==> src/rtl/core/prq_pkg.sv <==
package prq_pkg;

	// Field widths of the command and response beats
	localparam int FUNC_W = 2;
	localparam int PID_W  = 16;
	localparam int PRIO_W = 8;
	localparam int STAT_W = 2;
	localparam int OCC_W  = 5;

	// Parameter defaults
	localparam int QUEUE_DEPTH_DEF = 16;
	localparam int PID_BITS_DEF    = 16;
	localparam int PRIO_BITS_DEF   = 8;

	// Operation codes
	localparam logic [FUNC_W-1:0] FUNC_SORTED = 2'd0;
	localparam logic [FUNC_W-1:0] FUNC_TAIL   = 2'd1;
	localparam logic [FUNC_W-1:0] FUNC_POP    = 2'd2;

	// Status codes
	localparam logic [STAT_W-1:0] ST_OK    = 2'd0;
	localparam logic [STAT_W-1:0] ST_FULL  = 2'd1;
	localparam logic [STAT_W-1:0] ST_EMPTY = 2'd2;

	typedef struct packed {
		logic [FUNC_W-1:0] func;
		logic [PID_W-1:0]  pid;
		logic [PRIO_W-1:0] priority_req;
	} cmd_t;

	typedef struct packed {
		logic [PID_W-1:0]  out_pid;
		logic [PRIO_W-1:0] out_priority;
		logic              pop_valid;
		logic [STAT_W-1:0] status;
		logic [OCC_W-1:0]  occupancy;
	} rsp_t;

	typedef enum logic [1:0] {
		S_IDLE,
		S_POP,
		S_SCAN,
		S_LAST
	} state_t;

endpackage

==> src/rtl/core/prq_ram.sv <==
module prq_ram #(
	parameter int WIDTH = 24,
	parameter int DEPTH = 16
) (
	input  logic                     clk,
	input  logic                     we,
	input  logic [$clog2(DEPTH)-1:0] waddr,
	input  logic [WIDTH-1:0]         wdata,
	input  logic [$clog2(DEPTH)-1:0] raddr,
	output logic [WIDTH-1:0]         rdata
);

	logic [WIDTH-1:0] mem [DEPTH];

	// Write one word, read one word registered
	always_ff @(posedge clk) begin
		if (we) begin
			mem[waddr] <= wdata;
		end
		rdata <= mem[raddr];
	end

endmodule

==> src/rtl/core/prq_rank.sv <==
module prq_rank #(
	parameter int PID_BITS  = 16,
	parameter int PRIO_BITS = 8
) (
	input  logic [PRIO_BITS+PID_BITS-1:0] cand,
	input  logic [PRIO_BITS+PID_BITS-1:0] held,
	output logic                          wins
);

	logic [PRIO_BITS-1:0] cand_prio;
	logic [PRIO_BITS-1:0] held_prio;
	logic [PID_BITS-1:0]  cand_pid;
	logic [PID_BITS-1:0]  held_pid;

	assign cand_prio = cand[PRIO_BITS+PID_BITS-1:PID_BITS];
	assign held_prio = held[PRIO_BITS+PID_BITS-1:PID_BITS];
	assign cand_pid  = cand[PID_BITS-1:0];
	assign held_pid  = held[PID_BITS-1:0];

	// Higher priority first, higher pid breaks a tie
	assign wins = (cand_prio > held_prio) ||
		((cand_prio == held_prio) && (cand_pid > held_pid));

endmodule

==> src/rtl/core/priority_ready_queue.sv <==
// Channel   Handshake                 Payload
// command   start in, busy out        cmd (func, pid, priority_req)
// response  done out, one cycle wide  rsp (out_pid, out_priority, pop_valid, status, occupancy)
//
// Tail push, full push, empty pop and the unused code: result in the cycle after start.
// Pop: the queue memory read is registered, then S_POP returns the head.
// Sorted push: one compare/shift step per held entry in S_SCAN, then S_LAST;
// the steps run in series on the single memory port pair and the shared rank comparator.
// busy is high while a pop or a walk runs; reset empties the queue, memory is not cleared.
// done cannot be held off: done is high for one cycle only; rsp holds until the next command.
module priority_ready_queue #(
	parameter int QUEUE_DEPTH = prq_pkg::QUEUE_DEPTH_DEF,
	parameter int PID_BITS    = prq_pkg::PID_BITS_DEF,
	parameter int PRIO_BITS   = prq_pkg::PRIO_BITS_DEF
) (
	input  logic          clk,
	input  logic          arst_n,
	input  logic          start,
	output logic          busy,
	input  prq_pkg::cmd_t cmd,
	output logic          done,
	output prq_pkg::rsp_t rsp
);

	import prq_pkg::*;

	localparam int AW    = $clog2(QUEUE_DEPTH);
	localparam int CNT_W = $clog2(QUEUE_DEPTH + 1);
	localparam int EW    = PRIO_BITS + PID_BITS;

	state_t           state_q, state_d;
	logic [AW-1:0]    head_q, head_d;
	logic [CNT_W-1:0] count_q, count_d;
	logic [CNT_W-1:0] idx_q, idx_d;
	logic [CNT_W-1:0] idx_nx;
	logic             placed_q, placed_d;
	logic [EW-1:0]    carry_q, carry_d;
	logic             done_q, done_d;
	rsp_t             rsp_q, rsp_d;

	logic             ram_we;
	logic [AW-1:0]    ram_waddr;
	logic [EW-1:0]    ram_wdata;
	logic [AW-1:0]    ram_raddr;
	logic [EW-1:0]    ram_rdata;
	logic             wins;
	logic [EW-1:0]    new_entry;
	logic             full;
	logic             empty;

	// Map a place in the queue onto a memory address past the head
	function automatic logic [AW-1:0] phys(input logic [AW-1:0] head,
			input logic [CNT_W-1:0] pos);
		logic [AW:0] sum;
		sum = {1'b0, head} + (AW+1)'(pos);
		if (sum >= (AW+1)'(QUEUE_DEPTH)) begin
			sum = sum - (AW+1)'(QUEUE_DEPTH);
		end
		return sum[AW-1:0];
	endfunction

	prq_ram #(
		.WIDTH (EW),
		.DEPTH (QUEUE_DEPTH)
	) u_ram (
		.clk   (clk),
		.we    (ram_we),
		.waddr (ram_waddr),
		.wdata (ram_wdata),
		.raddr (ram_raddr),
		.rdata (ram_rdata)
	);

	prq_rank #(
		.PID_BITS  (PID_BITS),
		.PRIO_BITS (PRIO_BITS)
	) u_rank (
		.cand (carry_q),
		.held (ram_rdata),
		.wins (wins)
	);

	assign new_entry = {PRIO_BITS'(cmd.priority_req), PID_BITS'(cmd.pid)};
	assign full      = (count_q == CNT_W'(QUEUE_DEPTH));
	assign empty     = (count_q == '0);
	assign idx_nx    = idx_q + 1'b1;

	// Hold state and queue pointers
	always_ff @(posedge clk or negedge arst_n) begin
		if (!arst_n) begin
			state_q  <= S_IDLE;
			head_q   <= '0;
			count_q  <= '0;
			idx_q    <= '0;
			placed_q <= 1'b0;
			done_q   <= 1'b0;
		end else begin
			state_q  <= state_d;
			head_q   <= head_d;
			count_q  <= count_d;
			idx_q    <= idx_d;
			placed_q <= placed_d;
			done_q   <= done_d;
		end
	end

	// Carried entry and response beat
	always_ff @(posedge clk) begin
		carry_q <= carry_d;
		rsp_q   <= rsp_d;
	end

	// Sequence the operation
	always_comb begin
		state_d   = state_q;
		head_d    = head_q;
		count_d   = count_q;
		idx_d     = idx_q;
		placed_d  = placed_q;
		carry_d   = carry_q;
		done_d    = 1'b0;
		rsp_d     = rsp_q;
		ram_we    = 1'b0;
		ram_waddr = phys(head_q, count_q);
		ram_wdata = carry_q;
		ram_raddr = head_q;

		case (state_q)
			S_IDLE: begin
				if (start) begin
					rsp_d.out_pid      = '0;
					rsp_d.out_priority = '0;
					rsp_d.pop_valid    = 1'b0;
					rsp_d.status       = ST_OK;
					rsp_d.occupancy    = OCC_W'(count_q);
					case (cmd.func)
						FUNC_SORTED, FUNC_TAIL: begin
							if (full) begin
								rsp_d.status = ST_FULL;
								done_d       = 1'b1;
							end else if (cmd.func == FUNC_TAIL || empty) begin
								// append at the tail in one step
								ram_we          = 1'b1;
								ram_wdata       = new_entry;
								count_d         = count_q + 1'b1;
								rsp_d.occupancy = OCC_W'(count_q + 1'b1);
								done_d          = 1'b1;
							end else begin
								// start the walk, read the head
								carry_d  = new_entry;
								placed_d = 1'b0;
								idx_d    = '0;
								state_d  = S_SCAN;
							end
						end
						FUNC_POP: begin
							if (empty) begin
								rsp_d.status = ST_EMPTY;
								done_d       = 1'b1;
							end else begin
								state_d = S_POP;
							end
						end
						default: begin
							done_d = 1'b1;
						end
					endcase
				end
			end
			S_POP: begin
				// return the head and advance it
				rsp_d.out_pid      = PID_W'(ram_rdata[PID_BITS-1:0]);
				rsp_d.out_priority = PRIO_W'(ram_rdata[EW-1:PID_BITS]);
				rsp_d.pop_valid    = 1'b1;
				rsp_d.status       = ST_OK;
				rsp_d.occupancy    = OCC_W'(count_q - 1'b1);
				head_d  = (head_q == AW'(QUEUE_DEPTH - 1)) ? '0 : head_q + 1'b1;
				count_d = count_q - 1'b1;
				done_d  = 1'b1;
				state_d = S_IDLE;
			end
			S_SCAN: begin
				// read ahead while the current entry is ranked or shifted
				ram_raddr = phys(head_q, idx_nx);
				ram_waddr = phys(head_q, idx_q);
				if (placed_q || wins) begin
					ram_we   = 1'b1;
					carry_d  = ram_rdata;
					placed_d = 1'b1;
				end
				idx_d = idx_nx;
				if (idx_nx == count_q) begin
					state_d = S_LAST;
				end
			end
			S_LAST: begin
				// drop the carried entry at the tail
				ram_we             = 1'b1;
				count_d            = count_q + 1'b1;
				rsp_d.out_pid      = '0;
				rsp_d.out_priority = '0;
				rsp_d.pop_valid    = 1'b0;
				rsp_d.status       = ST_OK;
				rsp_d.occupancy    = OCC_W'(count_q + 1'b1);
				done_d             = 1'b1;
				state_d            = S_IDLE;
			end
			default: begin
				state_d = S_IDLE;
			end
		endcase
	end

	assign busy = (state_q != S_IDLE);
	assign done = done_q;
	assign rsp  = rsp_q;

endmodule

==> config.mk <==
export PLATFORM = sky130hd
export DESIGN_NAME = priority_ready_queue
export DESIGN_NICKNAME = d
export VERILOG_FILES = /design/src/rtl/core/prq_pkg.sv /design/src/rtl/core/prq_ram.sv /design/src/rtl/core/prq_rank.sv /design/src/rtl/core/priority_ready_queue.sv
export SDC_FILE = /design/constraint.sdc
export NUM_CORES = 1
export LEC_CHECK = 0
export ABC_AREA = 1
export ABC_CLOCK_PERIOD_IN_PS = 3900
export BUFFER_PORTS_ARGS = -buffer_cell sky130_fd_sc_hd__buf_4
export CAP_MARGIN = 20
export CORE_ASPECT_RATIO = 0.7
export CORE_UTILIZATION = 25
export CTS_BUF_LIST = sky130_fd_sc_hd__clkbuf_16
export DETAILED_ROUTE_END_ITERATION = 8
export PLACE_DENSITY = 0.52
export SLEW_MARGIN = 20
export SYNTH_ARGS = -nofsm -noshare
export SYNTH_HDL_FRONTEND = slang
export SYNTH_SLANG_ARGS = --single-unit
==> constraint.sdc <==
create_clock -name clk -period 3.9 [get_ports clk]
set_clock_uncertainty 0.05 [all_clocks]
set_input_delay 0.78 -clock clk [delete_from_list [all_inputs] [get_ports clk]]
set_output_delay 0.78 -clock clk [all_outputs]
set_load 0.05 [all_outputs]
# [Word level (Yosys, flattened, before mapping)]
# Memories as Yosys holds them, arrays and structs flattened. A register that Yosys moved wholly into a read port is not among the register bits.
# Cells that the tools add are included.
[totals] inputBits=29 out_inout_bits=34 mem_bits_rw=384 latch_bits=0 word_cells=121 mem_bits_ro=0 register_bits=74 n_memories=1
[op_classes] multipliers=0 reduce_logical=16 addsub=10 n_div=0 n_lt_le_gt_ge=5 n_mux=58 shift=0 bitwise=0 n_eq_ne=19
[memory_table] memory="u_ram.mem" depth=16 word_bits=24 read_ports=1 rd_ports_with_merged_regs=1 write_ports=1 line_no="prq_ram.sv:13" rtl="logic [WIDTH-1:0] mem [DEPTH];"
[ops] operator="24-bit 2-to-1 mux" count=10
[ops] operator="32-bit one-hot mux with 3 select lines" count=1
[ops] operator="24-bit one-hot mux with 2 select lines" count=1
[ops] operator="5-bit 2-to-1 mux" count=8
[ops] operator="32-bit 2-to-1 mux" count=1
[ops] operator="4-bit 2-to-1 mux" count=6
[ops] operator="16-bit > comparator" count=1
[ops] operator="1-bit 2-to-1 mux" count=16
[ops] operator="4-bit by 5-bit adder with 5-bit output" count=3
[ops] operator="5-bit >= comparator, second input constant" count=3
[ops] operator="5-bit one-hot mux with 3 select lines" count=1
[ops] operator="2-bit 2-to-1 mux" count=6
[ops] operator="6-bit AND reduction" count=2
[ops] operator="4-bit by 1-bit subtractor with 4-bit output, second input constant" count=3
[ops] operator="5-bit by 1-bit adder with 5-bit output, second input constant" count=2
[ops] operator="2-bit inequality test, second input constant" count=5
[ops] operator="5-bit one-hot mux with 2 select lines" count=1
[ops] operator="3-bit inequality test, second input constant" count=3
[ops] operator="8-bit == test" count=1
[ops] operator="8-bit > comparator" count=1
[ops] operator="2-bit one-hot mux with 2 select lines" count=2
[ops] operator="2-bit == test, second input constant" count=3
[ops] operator="1-bit one-hot mux with 2 select lines" count=3
[ops] operator="2-bit one-hot mux with 3 select lines" count=1
[ops] operator="18 further kinds" count=24

# [Logic depth before layout (Yosys ltp)]
[depth] word_depth=9 ltp_mapped=16 depth_no_buf=15

# [By module]
# A second synthesis with hierarchy kept.
[hier_totals] cells_unflattened=2188 hier_area_um2=21703.3
[modules_own_cells] module="prq_ram" area_each_um2=16951.3 instances=1 seq_area_each_um2=12011.5 cells_each=1597
[modules_own_cells] module="priority_ready_queue" area_each_um2=4098.9 instances=1 seq_area_each_um2=2132.0 cells_each=487
[modules_own_cells] module="prq_rank" area_each_um2=653.1 instances=1 seq_area_each_um2=0.0 cells_each=104

# [Worst setup path before layout]
# No wires, ideal clock.
[synth_path] path_kind="input-to-reg" start="input port cmd[25] (netlist bit)" end="register carry_q[0] (enable)" required_ps=3408 path_buffers=0 setup_time_ps=442 stages=4 slack_ps=-11 arrival_time_ps=3419 path_cell_list="nor3_1 -> inv_1 -> o21ai_1 -> a21boi_0"
[synth_between] elab_chain_cells=4 word_cells_on_any_way=7 classes_between="eq/ne (3); reduce/logical (4)"
[synth_lines] element="start, declared" line_no="priority_ready_queue.sv:20" rtl="input prq_pkg::cmd_t cmd,"
[synth_lines] element="2-bit by 1-bit == test with 1-bit output / 2-bit zero test (equally long branches)" line_no="priority_ready_queue.sv:136, priority_ready_queue.sv:141"
[synth_lines] element="2-bit OR reduction / 1-bit logical OR (equally long branches)" line_no="priority_ready_queue.sv:136, priority_ready_queue.sv:141"
[synth_lines] element="2-bit by 1-bit inequality test with 1-bit output (no source line) / 2-bit inequality test (equally long branches)"
[synth_lines] element="6-bit AND reduction (no source line) (*)"
[synth_lines] element="end signal, assigned" line_no="priority_ready_queue.sv:109" rtl="carry_q <= carry_d;"
[synth_lines] element="end, declared" line_no="priority_ready_queue.sv:37" rtl="logic [EW-1:0] carry_q, carry_d;"
# Mark *: on every way between the ends. The rest lies on a longest branch, timed or not.
# A chain may end at the register's enable or synchronous reset.

# [Worst setup path in the final report]
[layout_path] start="register carry_q[23]" end="memory u_ram.mem[5][6] (enable)"
[layout_between] elab_chain_cells=8 word_cells_on_any_way=9 classes_between="order compare (1); eq/ne (1); mux (4); reduce/logical (3)"
[layout_lines] element="branches (longest 2 deep; another with 8-bit > comparator)"
[layout_lines] element="1-bit logical OR (*)" line_no="prq_rank.sv:21" rtl="assign wins = (cand_prio > held_prio) ||"
[layout_lines] element="1-bit logical OR (*)" line_no="priority_ready_queue.sv:186" rtl="if (placed_q || wins) begin"
[layout_lines] element="1-bit 2-to-1 mux (*)" line_no="priority_ready_queue.sv:186"
[layout_lines] element="1-bit one-hot mux with 3 select lines (*)" line_no="priority_ready_queue.sv:128" rtl="case (state_q)"
[layout_lines] element="1-bit 2-to-1 mux (*)" line_no="prq_ram.sv:17" rtl="if (we) begin"
[layout_lines] element="1-bit 2-to-1 mux (not written as such) (*)" line_no="prq_ram.sv:18" rtl="mem[waddr] <= wdata;"
[layout_lines] element="end, declared" line_no="prq_ram.sv:13"
# Every way passes the cells marked *.

==> out/qor.txt <==
OUTCOME
----------------------------------------------------------------------------------
Outcome                                                               complete, but fails checks
Violated checks                                                                DRC

LOGIC SYNTHESIS
----------------------------------------------------------------------------------
Post-synthesis cell type count                                                  40
Portion of the post-synthesis area used by sequential elements               64.5%
Number of warning messages in the yosys log                                      0
Synth async-reset ratio                                                      3.73%
Share of the synthesized area in the top cell type                           60.2%
Gate count of the mapped netlist                                              2232
Count of state elements after synthesis                                        482
Post-synthesis instance area                                            0.0219 mm2
Syn_nets                                                                      2297
Average footprint of a synthesized cell                                   9.83 um2
Biggest area contributors in the synthesized netlist                  edfxtp_1, nand2_1, inv_1, nand3_1, nor2_1
Number of enable flip-flop cells after synthesis                               440
Main synth FF type                                                        edfxtp_1
Cell taking the most area after synthesis                                 edfxtp_1

DETAILED ROUTING
----------------------------------------------------------------------------------
Average wire per standard cell                                             16.2 um
Violation count after the first detailed-route iteration                      1069
Via density per instance                                                      4.16
Total DRC errors in the routed layout                                            2
Final wirelength                                                          56400 um
Remaining number of nets flagged by the antenna check after routing              0
Drt pass-1 iters                                                                 9
Vias                                                                         14494

STA
----------------------------------------------------------------------------------
Setup tns final                                                               0 ns
Unrepaired setup endpoints after global routing                              false
Number of hold-slack violations in the final timing report                       0
Maximum clock frequency                                                    303 MHz
Tightest Pin Transition                                                   0.902 ns
Final worst path period need                                               3.30 ns
Worst Hold Slack                                                         0.0222 ns
Number of slew-limit violations in the final report                              0
Setup-failing EPs final                                                          0
Final clock period utilization by the worst path                             84.7%
Tightest slew margin relative to the limit                                   39.7%

CRITICAL PATH
----------------------------------------------------------------------------------
Critical-path maximum fanout                                                    20
Startpoint type of the worst setup path                                  flip-flop
Data arrival at the endpoint of the critical path                          3.49 ns
Minimum setup slack among reg-to-reg paths                                 0.60 ns
Start of the worst register-to-register path                           carry_q[23]
Nature of the critical path endpoint                                     flip-flop
Critical path startpoint                                               carry_q[23]
Critical path type                                                    flip-flop to flip-flop
Crit path required time                                                    4.09 ns

DIE
----------------------------------------------------------------------------------
Die area                                                                0.0889 mm2
Placeable core region                                                   0.0865 mm2
Overall die width                                                           356 um
Die outline height                                                          250 um
Number of primary I/O pins                                                      63
Starting density of the core                                                 25.4%
Total number of placement rows                                                  90

CLOCK TREE
----------------------------------------------------------------------------------
Longest Clk Path Bufs                                                            3
Register clock-pin slew on the reported worst setup and hold paths         0.07 ns
CTS hold repair buffers                                                          0
Clock network latency to the later pin of the worst-skew pair              0.58 ns
Setup bufs post-CTS                                                              0
Number of gates given a new drive strength after cts                             0
CTS buffer count                                                                45
Clock Sinks                                                                    482
Deepest level of the CTS H-tree                                                  2
Clock tree from TritonCTS                                                    built
Root Driver                                                              clkbuf_16

RUN
----------------------------------------------------------------------------------
Max_cap viols                                                                    0

PLACE
----------------------------------------------------------------------------------
Quantity of I/O buffers inserted on ports                                       62
Detailed placement HPWL                                                   34700 um
Routability congestion estimate from global placement                        0.829

GRT
----------------------------------------------------------------------------------
Pin count of the biggest net entering global routing                            97
Total overflow reported by the global router                                     0
Vias in the first global route                                               13882
Total global routing track utilization                                       12.7%
Global-route wire length before repair                                    87100 um
Initial antenna violation count                                                  0

CELLS AND AREA
----------------------------------------------------------------------------------
Most used cells in the layout excluding fill and tap cells            nand2_1, edfxtp_1, inv_1
Final #Nets                                                                   2361
Number of diodes                                                                 0
FILL cells                                                                    8995
Signed area change from the synthesized netlist to the final layout          15.8%
Share of post-route cells with drive strength above 1                        10.0%
Commonest non-fill, non-tap cell in the layout                             nand2_1

MIN PATH
----------------------------------------------------------------------------------
Worst hold-check path type                                            primary input to asynchronous set/reset pin

==> routing by layer <==
layer	vias up	part of all wire [%]	GRT usage, %
met5	-	0	0
met4	0	1.5	2.26
met3	66	5.0	2.33
met2	291	41	18.1
met1	6873	53	19.8
li1	7264	-	-
==> final cells by class <==
cell class | instances | area, um2 | area share, %
clock inverter | 35 | 244 | 0.961
timing repair buffer | 111 | 958 | 3.77
clock buffer | 47 | 1180 | 4.63
inverter | 386 | 1450 | 5.72
multi-input combinational | 1270 | 5980 | 23.5
tap | 1150 | 1440 | 5.67
sequential | 482 | 14100 | 55.7
==> final timing paths <==
path	endpoint	cells after the start
max in group asynchronous	head_q[1]	1
hold reg to reg	placed_q	2
min in group clk	carry_q[3]	3
hold / removal	done	1
setup reg to reg	u_ram.mem[5][6]	11
setup / recovery	u_ram.mem[5][6]	11
==> critical path, stage by stage (launching register included) <==
cell,delay [ns]
edfxtp_1,0.40
ha_1,0.32
nand2_1,0.07
nor2_1,0.14
nand4_1,0.31
nor2_1,0.19
nand2_1,0.18
nand2_1,0.14
nand2_2,0.27
buf_4,0.33
nor2_4,0.18
buf_4,0.36
==> flip-flops by register name (all words and copies together), names as in the netlist <==
register,cells
done,1
rsp,32
head_q,4
state_q,2
u_ram.rdata,24
placed_q,1
carry_q,24
u_ram.mem,384
count_q,5
idx_q,5
==> logic make-up (layout without fill, tap and decap cells) <==
logic type,Yosys count,after routing,synth area share [%]
and+or+nand+nor,1050,1050,19.2
buffers and inverters,480,579,8.97
DFF,482,482,64.5
adders and majority gates,36,36,2.12
AOI/OAI and AO/OA,151,151,3.66
muxes,22,22,1.13
xor gates and xnor gates,11,11,0.439
==> metrics by stage <==
stage	utilization, %	instance area (um2)	worst slack [ns]	instances
global placement	27.7	24000	0.649	3399
floorplan	-	21900	0.132	2232
detailed placement	27.7	24000	0.629	3399
global route	29.4	25400	0.419	3481
finish	29.4	25400	0.596	3481
CTS	29.4	25400	0.613	3481
==> cell usage after synthesis, drive strengths merged, types with 4 or more instances <==
library cell	n
buf	72
dfxtp	24
nand3	153
nand4	10
o21ai	114
edfxtp	440
inv	385
o22ai	6
o211ai	4
clkbuf	22
nor2	132
a21oi	18
mux2	22
nand2	750
ha	34
dfrtp	18
xor2	9
Power is not shown: default switching activity piles up to over one toggle a cycle in this logic, so the estimate is an artifact.
